`src/hw/rtl/butterworth_bandpass_biquad_cascade_macros.svh`:
```
// Assertion macros for the band-pass biquad cascade.
// Used at the end of the top level; expects clk and rst_n in scope.
`ifndef BUTTERWORTH_BANDPASS_BIQUAD_CASCADE_MACROS_SVH
`define BUTTERWORTH_BANDPASS_BIQUAD_CASCADE_MACROS_SVH

// Consequent must hold in the same cycle as the antecedent.
`define BBQ_ASSERT_SAME(lbl, ante, cons, msg) \
  lbl: assert property (@(posedge clk) disable iff (!rst_n) (ante) |-> (cons)) else $error(msg);

// Consequent must hold in the cycle after the antecedent.
`define BBQ_ASSERT_NEXT(lbl, ante, cons, msg) \
  lbl: assert property (@(posedge clk) disable iff (!rst_n) (ante) |=> (cons)) else $error(msg);

`endif

```
`src/hw/rtl/bbq_pkg.sv`:
```
// Shared constants, types and helpers of the band-pass biquad cascade.
// No dependencies; imported by the interfaces, the multiplier and the top level.
package bbq_pkg;

  localparam int DEF_SAMPLE_WIDTH = 16;
  localparam int NUM_SECTIONS     = 4;
  localparam int COEF_PER_SEC     = 5;
  localparam int NUM_COEF         = NUM_SECTIONS * COEF_PER_SEC;
  localparam int SEC_W            = $clog2(NUM_SECTIONS);
  localparam int CIDX_W           = $clog2(NUM_COEF);

  localparam int COEF_W    = 32;   // Q3.28
  localparam int COEF_FRAC = 28;
  localparam int DELAY_W   = 40;   // Q23.16
  localparam int DELAY_FRAC = 16;
  localparam int ZSPLIT    = 20;   // operand split point for the shared multiplier
  localparam int HALF_W    = ZSPLIT + 1;
  localparam int MUL_W     = COEF_W + HALF_W;
  localparam int FULL_W    = COEF_W + DELAY_W + 2;
  localparam int PROD_W    = 44;   // rounded coefficient product
  localparam int ACC_W     = 48;

  // Coefficient step inside one section.
  localparam logic [2:0] K_A1 = 3'd0;
  localparam logic [2:0] K_A2 = 3'd1;
  localparam logic [2:0] K_B0 = 3'd2;
  localparam logic [2:0] K_B1 = 3'd3;
  localparam logic [2:0] K_B2 = 3'd4;

  localparam logic signed [ACC_W-1:0] DELAY_MAX = ACC_W'((64'sd1 <<< (DELAY_W - 1)) - 1);
  localparam logic signed [ACC_W-1:0] DELAY_MIN = ACC_W'(-(64'sd1 <<< (DELAY_W - 1)));

  // a1, a2, b0, b1, b2 per section, Q3.28.
  localparam logic signed [COEF_W-1:0] COEF_ROM [NUM_COEF] = '{
    -32'sd198496549, 32'sd160855942, 32'sd599924,    32'sd1199847,   32'sd599924,
    -32'sd278607077, 32'sd172019856, 32'sd268435456, 32'sd536870912, 32'sd268435456,
    -32'sd158876893, 32'sd216487757, 32'sd268435456, -32'sd536870912, 32'sd268435456,
    -32'sd357874356, 32'sd229224992, 32'sd268435456, -32'sd536870912, 32'sd268435456
  };

  typedef struct packed {
    logic mul_lo;   // multiply coefficient by the low operand half
    logic mul_hi;   // multiply coefficient by the high operand half
  } mac_ctl_t;

  function automatic logic [CIDX_W-1:0] coef_idx(input logic [SEC_W-1:0] sec,
                                                 input logic [2:0] k);
    logic [CIDX_W-1:0] base;
    base = CIDX_W'(sec) * CIDX_W'(COEF_PER_SEC);
    return base + CIDX_W'(k);
  endfunction

  function automatic logic signed [DELAY_W-1:0] sat_delay(input logic signed [ACC_W-1:0] v);
    logic signed [DELAY_W-1:0] r;
    if (v > DELAY_MAX) begin
      r = DELAY_MAX[DELAY_W-1:0];
    end else if (v < DELAY_MIN) begin
      r = DELAY_MIN[DELAY_W-1:0];
    end else begin
      r = v[DELAY_W-1:0];
    end
    return r;
  endfunction

endpackage

```
`src/hw/rtl/bbq_if.sv`:
```
// Stream interfaces of the band-pass biquad cascade: sample in, sample out.
// Depends on bbq_pkg for the default sample width.
interface bbq_in_if import bbq_pkg::*; #(parameter int W = DEF_SAMPLE_WIDTH);
  logic                valid;
  logic                ready;
  logic signed [W-1:0] sample_in;
  logic                clear_state;

  modport source (output valid, sample_in, clear_state, input ready);
  modport sink   (input valid, sample_in, clear_state, output ready);
endinterface

interface bbq_out_if import bbq_pkg::*; #(parameter int W = DEF_SAMPLE_WIDTH);
  logic                valid;
  logic                ready;
  logic signed [W-1:0] sample_out;

  modport source (output valid, sample_out, input ready);
  modport sink   (input valid, sample_out, output ready);
endinterface

```
`src/hw/rtl/bbq_ram.sv`:
```
// Generic single-write, single-read RAM with registered read data.
// No dependencies.
module bbq_ram #(
  parameter int WIDTH = 40,
  parameter int DEPTH = 4
) (
  input  logic                     clk,
  input  logic                     we,
  input  logic [$clog2(DEPTH)-1:0] waddr,
  input  logic [WIDTH-1:0]         wdata,
  input  logic                     re,
  input  logic [$clog2(DEPTH)-1:0] raddr,
  output logic [WIDTH-1:0]         rdata
);

  logic [WIDTH-1:0] mem [DEPTH];

  always_ff @(posedge clk) begin
    if (we) begin
      mem[waddr] <= wdata;
    end
    if (re) begin
      rdata <= mem[raddr];
    end
  end

endmodule

```
`src/hw/rtl/bbq_mac.sv`:
```
// Shared coefficient multiplier: two half products, then round to Q.16.
// Depends on bbq_pkg.
module bbq_mac import bbq_pkg::*; (
  input  logic                      clk,
  input  mac_ctl_t                  ctl,
  input  logic signed [COEF_W-1:0]  coef,
  input  logic signed [DELAY_W-1:0] opnd,
  output logic signed [PROD_W-1:0]  prod_q
);

  localparam logic signed [FULL_W-1:0] ROUND_HALF = FULL_W'(1) << (COEF_FRAC - 1);

  logic signed [HALF_W-1:0] half_b;
  logic signed [MUL_W-1:0]  mul_p;
  logic signed [MUL_W-1:0]  pp_lo_r;
  logic signed [MUL_W-1:0]  pp_hi_r;
  logic signed [FULL_W-1:0] full;

  // Low half is unsigned, high half carries the sign.
  assign half_b = ctl.mul_hi ? {opnd[DELAY_W-1], opnd[DELAY_W-1:ZSPLIT]}
                             : {1'b0, opnd[ZSPLIT-1:0]};
  assign mul_p  = MUL_W'(coef) * MUL_W'(half_b);

  always_ff @(posedge clk) begin
    if (ctl.mul_lo) begin
      pp_lo_r <= mul_p;
    end
    if (ctl.mul_hi) begin
      pp_hi_r <= mul_p;
    end
  end

  // Exact product plus half, then floor shift: round half up.
  assign full   = (FULL_W'(pp_hi_r) <<< ZSPLIT) + FULL_W'(pp_lo_r) + ROUND_HALF;
  assign prod_q = PROD_W'(full >>> COEF_FRAC);

endmodule

```
`src/hw/rtl/butterworth_bandpass_biquad_cascade.sv`:
```
// Words are filtered one at a time; a new word is taken only in ST_IDLE. Per section
// the sequencer reads the delays (ST_READ, ST_LOAD), then runs ST_MLO, ST_MHI, ST_ACC
//   for each of the 5 products on the single shared multiplier; ST_DONE waits for a free output register.
// Reset (rst_n low, synchronous) empties the output register, returns the
//   sequencer to idle and marks every section delay as zero.
// A word with clear_state set zeroes all delays before it is filtered.
module butterworth_bandpass_biquad_cascade import bbq_pkg::*; #(
  parameter int SAMPLE_WIDTH = DEF_SAMPLE_WIDTH
) (
  input  logic        clk,
  input  logic        rst_n,
  bbq_in_if.sink      in_chan,
  bbq_out_if.source   out_chan
);

  // Sequencer states.
  localparam logic [2:0] ST_IDLE = 3'd0;  // wait for an input word
  localparam logic [2:0] ST_READ = 3'd1;  // issue delay RAM read for this section
  localparam logic [2:0] ST_LOAD = 3'd2;  // capture z1, z2 from RAM
  localparam logic [2:0] ST_MLO  = 3'd3;  // low half product
  localparam logic [2:0] ST_MHI  = 3'd4;  // high half product
  localparam logic [2:0] ST_ACC  = 3'd5;  // round product and accumulate
  localparam logic [2:0] ST_DONE = 3'd6;  // final rounding into output register

  localparam int RND_W = DELAY_W - DELAY_FRAC + 1;
  localparam logic signed [DELAY_W:0]   RND_HALF = (DELAY_W + 1)'(1) << (DELAY_FRAC - 1);
  localparam logic signed [RND_W-1:0]   OUT_MAX  =
    RND_W'((64'sd1 <<< (SAMPLE_WIDTH - 1)) - 1);
  localparam logic signed [RND_W-1:0]   OUT_MIN  =
    RND_W'(-(64'sd1 <<< (SAMPLE_WIDTH - 1)));

  logic [2:0]                state_r, state_nxt;
  logic [SEC_W-1:0]          sec_r, sec_nxt;
  logic [2:0]                k_r, k_nxt;
  logic [NUM_SECTIONS-1:0]   vld_r, vld_nxt;
  logic signed [DELAY_W-1:0] v_r, v_nxt;        // section input / output
  logic signed [DELAY_W-1:0] z1_r, z1_nxt;
  logic signed [DELAY_W-1:0] z2_r, z2_nxt;
  logic signed [DELAY_W-1:0] x_r, x_nxt;
  logic signed [ACC_W-1:0]   acc_r, acc_nxt;
  logic                      out_valid_r, out_valid_nxt;
  logic signed [SAMPLE_WIDTH-1:0] out_sample_r, out_sample_nxt;

  logic                      in_acc;
  logic signed [SAMPLE_WIDTH-1:0] smp;
  logic [DELAY_W-1:0]        z1_rd, z2_rd;
  logic                      ram_re, ram_we;
  logic signed [COEF_W-1:0]  coef;
  logic signed [DELAY_W-1:0] opnd;
  logic signed [PROD_W-1:0]  prod_q;
  logic signed [ACC_W-1:0]   acc_sum;
  mac_ctl_t                  mac_ctl;
  logic signed [DELAY_W:0]   rnd_sum;
  logic signed [RND_W-1:0]   rnd_q;
  logic signed [RND_W-1:0]   rnd_sat;

  assign in_chan.ready      = (state_r == ST_IDLE);
  assign in_acc             = in_chan.valid && in_chan.ready;
  assign smp                = in_chan.sample_in;
  assign out_chan.valid      = out_valid_r;
  assign out_chan.sample_out = out_sample_r;

  // Delay memories: one bank for z1, one for z2, addressed by section.
  // Each section is read in ST_READ, then written back in its last ST_ACC step before the next
  // section reads another address, so the two ports never touch one entry at once.
  assign ram_re = (state_r == ST_READ);
  assign ram_we = (state_r == ST_ACC) && (k_r == K_B2);

  bbq_ram #(.WIDTH(DELAY_W), .DEPTH(NUM_SECTIONS)) u_z1_ram (
    .clk   (clk),
    .we    (ram_we),
    .waddr (sec_r),
    .wdata (x_r),
    .re    (ram_re),
    .raddr (sec_r),
    .rdata (z1_rd)
  );

  bbq_ram #(.WIDTH(DELAY_W), .DEPTH(NUM_SECTIONS)) u_z2_ram (
    .clk   (clk),
    .we    (ram_we),
    .waddr (sec_r),
    .wdata (z1_r),
    .re    (ram_re),
    .raddr (sec_r),
    .rdata (z2_rd)
  );

  // Coefficient and operand for the current step.
  assign coef = COEF_ROM[coef_idx(sec_r, k_r)];

  always_comb begin
    case (k_r)
      K_A1, K_B1: opnd = z1_r;
      K_B0:       opnd = x_r;
      default:    opnd = z2_r;
    endcase
  end

  assign mac_ctl.mul_lo = (state_r == ST_MLO);
  assign mac_ctl.mul_hi = (state_r == ST_MHI);

  bbq_mac u_mac (
    .clk    (clk),
    .ctl    (mac_ctl),
    .coef   (coef),
    .opnd   (opnd),
    .prod_q (prod_q)
  );

  // Feedback terms subtract, feed-forward terms add.
  assign acc_sum = (k_r == K_A1 || k_r == K_A2) ? acc_r - ACC_W'(prod_q)
                                                : acc_r + ACC_W'(prod_q);

  // Output rounding: half up to integer, then clamp to the sample range.
  assign rnd_sum = (DELAY_W + 1)'(v_r) + RND_HALF;
  assign rnd_q   = rnd_sum[DELAY_W:DELAY_FRAC];

  always_comb begin
    if (rnd_q > OUT_MAX) begin
      rnd_sat = OUT_MAX;
    end else if (rnd_q < OUT_MIN) begin
      rnd_sat = OUT_MIN;
    end else begin
      rnd_sat = rnd_q;
    end
  end

  always_comb begin
    state_nxt      = state_r;
    sec_nxt        = sec_r;
    k_nxt          = k_r;
    vld_nxt        = vld_r;
    v_nxt          = v_r;
    z1_nxt         = z1_r;
    z2_nxt         = z2_r;
    x_nxt          = x_r;
    acc_nxt        = acc_r;
    out_valid_nxt  = out_valid_r;
    out_sample_nxt = out_sample_r;

    // Drop the held word once the sink takes it.
    if (out_chan.ready) begin
      out_valid_nxt = 1'b0;
    end

    unique case (state_r)
      ST_IDLE: begin
        if (in_acc) begin
          if (in_chan.clear_state) begin
            vld_nxt = '0;
          end
          v_nxt     = DELAY_W'(smp) <<< DELAY_FRAC;
          sec_nxt   = '0;
          state_nxt = ST_READ;
        end
      end
      ST_READ: begin
        state_nxt = ST_LOAD;
      end
      ST_LOAD: begin
        // Entries never written since reset or a clear read as zero.
        z1_nxt    = vld_r[sec_r] ? signed'(z1_rd) : '0;
        z2_nxt    = vld_r[sec_r] ? signed'(z2_rd) : '0;
        acc_nxt   = ACC_W'(v_r);
        k_nxt     = K_A1;
        state_nxt = ST_MLO;
      end
      ST_MLO: begin
        state_nxt = ST_MHI;
      end
      ST_MHI: begin
        state_nxt = ST_ACC;
      end
      ST_ACC: begin
        acc_nxt = acc_sum;
        if (k_r == K_A2) begin
          x_nxt   = sat_delay(acc_sum);
          acc_nxt = '0;
        end
        if (k_r == K_B2) begin
          // Section done: y feeds the next section, delays shift in RAM.
          v_nxt          = sat_delay(acc_sum);
          vld_nxt[sec_r] = 1'b1;
          if (sec_r == SEC_W'(NUM_SECTIONS - 1)) begin
            state_nxt = ST_DONE;
          end else begin
            sec_nxt   = sec_r + SEC_W'(1);
            state_nxt = ST_READ;
          end
        end else begin
          k_nxt     = k_r + 3'd1;
          state_nxt = ST_MLO;
        end
      end
      ST_DONE: begin
        // Hold until the output register is free.
        if (!out_valid_r || out_chan.ready) begin
          out_valid_nxt  = 1'b1;
          out_sample_nxt = SAMPLE_WIDTH'(rnd_sat);
          state_nxt      = ST_IDLE;
        end
      end
      default: begin
        state_nxt = ST_IDLE;
      end
    endcase
  end

  always_ff @(posedge clk) begin
    if (!rst_n) begin
      state_r     <= ST_IDLE;
      sec_r       <= '0;
      k_r         <= K_A1;
      vld_r       <= '0;
      out_valid_r <= 1'b0;
    end else begin
      state_r     <= state_nxt;
      sec_r       <= sec_nxt;
      k_r         <= k_nxt;
      vld_r       <= vld_nxt;
      out_valid_r <= out_valid_nxt;
    end
  end

  always_ff @(posedge clk) begin
    v_r          <= v_nxt;
    z1_r         <= z1_nxt;
    z2_r         <= z2_nxt;
    x_r          <= x_nxt;
    acc_r        <= acc_nxt;
    out_sample_r <= out_sample_nxt;
  end

`include "butterworth_bandpass_biquad_cascade_macros.svh"

  `BBQ_ASSERT_NEXT(a_start_first_section, in_acc, (state_r == ST_READ) && (sec_r == '0), "accepted word did not start at the first section")
  `BBQ_ASSERT_NEXT(a_clear_empties_delays, in_acc && in_chan.clear_state, vld_r == '0, "clear left a section delay marked valid")
  `BBQ_ASSERT_NEXT(a_writeback_marks_valid, ram_we, vld_r[$past(sec_r)], "delay write-back not marked valid")

endmodule
```
`src/flat_wrapper.sv`:
```
// flat-port wrapper written by rule: the top's interface ports become plain ports
module butterworth_bandpass_biquad_cascade_flat import bbq_pkg::*;
#(
  parameter int SAMPLE_WIDTH = DEF_SAMPLE_WIDTH
)
  (clk, rst_n, in_chan_valid, in_chan_sample_in, in_chan_clear_state, in_chan_ready, out_chan_valid, out_chan_sample_out, out_chan_ready);
  bbq_in_if in_chan_i ();
  bbq_out_if out_chan_i ();
  input  logic clk;
  input  logic rst_n;
  input wire logic [$bits(in_chan_i.valid)-1:0] in_chan_valid;
  input wire logic [$bits(in_chan_i.sample_in)-1:0] in_chan_sample_in;
  input wire logic [$bits(in_chan_i.clear_state)-1:0] in_chan_clear_state;
  output wire logic [$bits(in_chan_i.ready)-1:0] in_chan_ready;
  output wire logic [$bits(out_chan_i.valid)-1:0] out_chan_valid;
  output wire logic [$bits(out_chan_i.sample_out)-1:0] out_chan_sample_out;
  input wire logic [$bits(out_chan_i.ready)-1:0] out_chan_ready;
  assign in_chan_i.valid = in_chan_valid;
  assign in_chan_i.sample_in = in_chan_sample_in;
  assign in_chan_i.clear_state = in_chan_clear_state;
  assign in_chan_ready = in_chan_i.ready;
  assign out_chan_valid = out_chan_i.valid;
  assign out_chan_sample_out = out_chan_i.sample_out;
  assign out_chan_i.ready = out_chan_ready;
  butterworth_bandpass_biquad_cascade #(.SAMPLE_WIDTH(SAMPLE_WIDTH)) u_core (.clk(clk), .rst_n(rst_n), .in_chan(in_chan_i), .out_chan(out_chan_i));
endmodule
```
`config.mk`:
```
export PLATFORM = sky130hd
export DESIGN_NAME = butterworth_bandpass_biquad_cascade_flat
export DESIGN_NICKNAME = d
export VERILOG_FILES = /design/src/hw/rtl/bbq_pkg.sv /design/src/hw/rtl/bbq_if.sv /design/src/hw/rtl/bbq_ram.sv /design/src/hw/rtl/bbq_mac.sv /design/src/hw/rtl/butterworth_bandpass_biquad_cascade.sv /design/src/flat_wrapper.sv
export VERILOG_INCLUDE_DIRS = /design/src /design/src/hw/rtl
export SDC_FILE = /design/constraint.sdc
export NUM_CORES = 2
export LEC_CHECK = 0
export ABC_CLOCK_PERIOD_IN_PS = 12120
export BUFFER_PORTS_ARGS = -buffer_cell sky130_fd_sc_hd__buf_2
export CAP_MARGIN = 20
export CORE_MARGIN = 3
export CORE_UTILIZATION = 30
export CTS_CLUSTER_SIZE = 10
export DETAILED_ROUTE_END_ITERATION = 10
export PLACE_DENSITY = 0.56
export SLEW_MARGIN = 15
export SYNTH_ARGS = -nofsm -noshare
export SYNTH_HDL_FRONTEND = slang
export SYNTH_SLANG_ARGS = --single-unit
```
`constraint.sdc`:
```
create_clock -name clk -period 12.12 [get_ports clk]
set_input_delay 1.212 -clock clk [delete_from_list [all_inputs] [get_ports clk]]
set_output_delay 1.212 -clock clk [all_outputs]
set_load 0.01 [all_outputs]
```
==> impl_metrics.ini <==
[outcome]
outcome = finished, final reports clean

[critical_path]
crit_type = flop to flop
critical-path-slowest-cell = dfxtp_4
ff2ff_path_depth = 30
cpMostUsedCell = fa_1
start_kind = flop
critPathCaptureType = flop
cp.arrival_ps = 11450
path_max_fanout = 30
cp.required_ps = 12480
max_stage_delay_ps = 690

[synthesis]
synthTopCellsByArea = edfxtp_1 (37%), fa_1 (23%), ha_1 (6.5%)
async_flop_share_pct = 0
ys_warn_count = 0
ys.flop_type = edfxtp_1
yosys.cell_types.count = 84
synth.mux.area_fraction_pct = 3.46
yosysTopAreaCellShare_pct = 36.5
yosysTopAreaCell = edfxtp_1
yosys.area_share.simple_pct = 11.0
synthesis.nets = 6316
synth_top_family_by_area = adder cells
synthCells = 5337
synth-edff-count = 709
synth_fa_ha_area_share_pct = 29.0
synth_xor_area_share_pct = 3.01
synth_compound_area_share_pct = 9.56
yosysSeqAreaShare_pct = 37.0
avgSynthCellArea_sq_um = 10.9
yosys_register_bits = 722
syn_area_sq_um = 58300

[placed_design]
hpwl_um = 119000
port_buffers = 38
gp_congestion = 0.883
postPlaceCellArea_sq_um = 61700

[grt]
antenna_found_initial = 1
grt_max_degree = 81
grt_usage_pct = 16.1
grt_pass1_vias = 41200
grt_pass1_wl_um = 249000
overflow = 0

[floorplan]
die_h_um = 447
ios = 39
initial_core_util_pct = 30.2
dieArea_sq_um = 200000
core_sq_um = 193000
rows = 161
die_w_um = 447

[worst_hold_path]
holdPathStages = 1
min_path_type = flop to flop

[finish]
final_util_pct = 33.2
final_nets = 6289
drive_gt1_share_pct = 7.32
stdcell_area_sq_um = 64100
syn_to_final_growth_pct = 9.97

[drt]
drc = 0
antenna_left = 0
route.vias.total = 39400
firstDrtPassIters = 7
wl_per_cell_um = 20.4
drtIter0Drc = 3074
vias_per_cell = 5.01
wirelength_um = 161000

[timing]
fin_skew_ps = 15.8
slew_headroom_pct = 22.0
finalHoldViolCount = 0
period_share_pct = 91.5
worst_slew_pin_slew_ps = 1170
fin_crit_ps = 11090
setup_violations = 0
tns_ps = 0
rsz0062_at_grt = no
slew_violations = 0
fmax_ghz = 0.0902

[clock_network]
hold_buffers = 0
cts.path.max_buffers = 3
cts_resized = 0
clk_pin_slew_ps = 60
clk_latency_ps = 640
cts_setup_buffers = 0
cts_max_level = 3
cts_root_buffer = clkbuf_16
cts_sinks = 722
cts_tree = yes
cts_buffers = 83

[flow_run]
maxCapViolCount = 0
flip-flops by register name, summed over array words and instances, names as in the netlist, 48 cells and up:
signal                cells
u_core.u_z1_ram.mem     160
u_core.u_z2_ram.mem     160
u_core.acc_r             48
u_core.u_mac.pp_hi_r     52
Yosys cell counts, drive strengths merged (6+ instances only):
cell and n:
xnor2 124, o31ai 13, dfxtp 13, nand4 34
or2 17, mux4 81, clkbuf 202, and3 25
o21bai 47, a22o 8, a41oi 6, nand3 45
nor2b 41, or3 8, a21o 111, a211oi 31
and2 142, a22oi 19, buf 46, inv 820
nand2 676, nand2b 23, o211a 6, o31a 7
o21a 28, mux2i 17, xor2 74, nor2 329
a2111oi 8, nor3 44, a221oi 21, a21boi 9
a21oi 216, o22ai 12, o211ai 11, nor3b 6
fa 657, o21ai 205, ha 301, o311ai 6
a31oi 58, and4 11, edfxtp 709
cells by family (layout without fill, tap and decap cells):
kind of cell,Yosys count,in the layout
AND/OR/NAND/NOR,1427,1427
flip-flops,722,722
AO/OA/AOI/OAI,863,863
adder cells (fa/ha/maj),958,958
buffers and inverters,1068,1069
multiplexers,100,100
other,0,1
XOR/XNOR,199,199
path summary, 6_finish.rpt:
| kind | startpoint | end | slack [ps] |
|---|---|---|---|
| max | u_core.sec_r[1]$_SDFFE_PN0P_ | u_core.u_mac.pp_lo_r[47]$_DFFE_PN_ | 1030 |
| min | u_core.u_z2_ram.rdata[10]$_DFFE_PP_ | u_core.z2_r[10]$_SDFFCE_PN0P_ | 510 |
| max reg2reg | u_core.sec_r[1]$_SDFFE_PN0P_ | u_core.u_mac.pp_lo_r[47]$_DFFE_PN_ | 1030 |
| min reg2reg | u_core.u_z2_ram.rdata[10]$_DFFE_PP_ | u_core.z2_r[10]$_SDFFCE_PN0P_ | 510 |
layout by cell type, fill, tap and decap left out, types with 45 or more instances in the layout:
cell type  netlist  routed
a21o_1         111     109
a21oi_1        214     212
a31oi_1         58      51
and2_1         141     138
buf_4            3      94
clkbuf_16        0      85
edfxtp_1       709     709
fa_1           657     657
ha_1           301     301
inv_1          820     819
mux4_2          81      81
nand2_1        676     674
nand3_1         45      45
nor2_1         329     324
o21ai_0        171     166
o21bai_1        46      46
xnor2_1        124     123
xor2_1          74      74
critical path, delay by kind of cell (launching register included):
kind / cells / cell delay, ps
buffers and inverters: 5 / 530
xor gates and xnor gates: 2 / 880
AOI/OAI and AO/OA: 7 / 2260
adders and majority gates: 11 / 4920
DFF: 1 / 690
and+or+nand+nor: 5 / 1530
area by class of cell:
type	count	area (sq um)
inverters	820	3080
clock buffers	104	2200
fillers	19200	129000
diodes	1	2.50
repair buffers	136	961
multi-input cells	3547	33000
clock inverters	9	176
well taps	2526	3160
flip-flops and latches	722	21600
routing by layer:
metal	track usage [%]	wire, um	vias to the layer above
met5	0	0	-
met4	4.59	4610	0
met3	2.29	8590	226
met2	27.2	78300	1075
met1	21.6	69300	20300
li1	-	-	17700
per-stage QoR:
stage               hold slack [ps]  instances  worst slack, ps
floorplan                       482       5337             1910
global placement                496       7746             1080
detailed placement              502       7749             1210
CTS                             515       7862             1150
global route                    526       7864              428
finish                          511       7865             1030
Power is left out: the tool's default activity adds up to more than one toggle a clock period on the data nets, which glitch-free logic cannot reach.
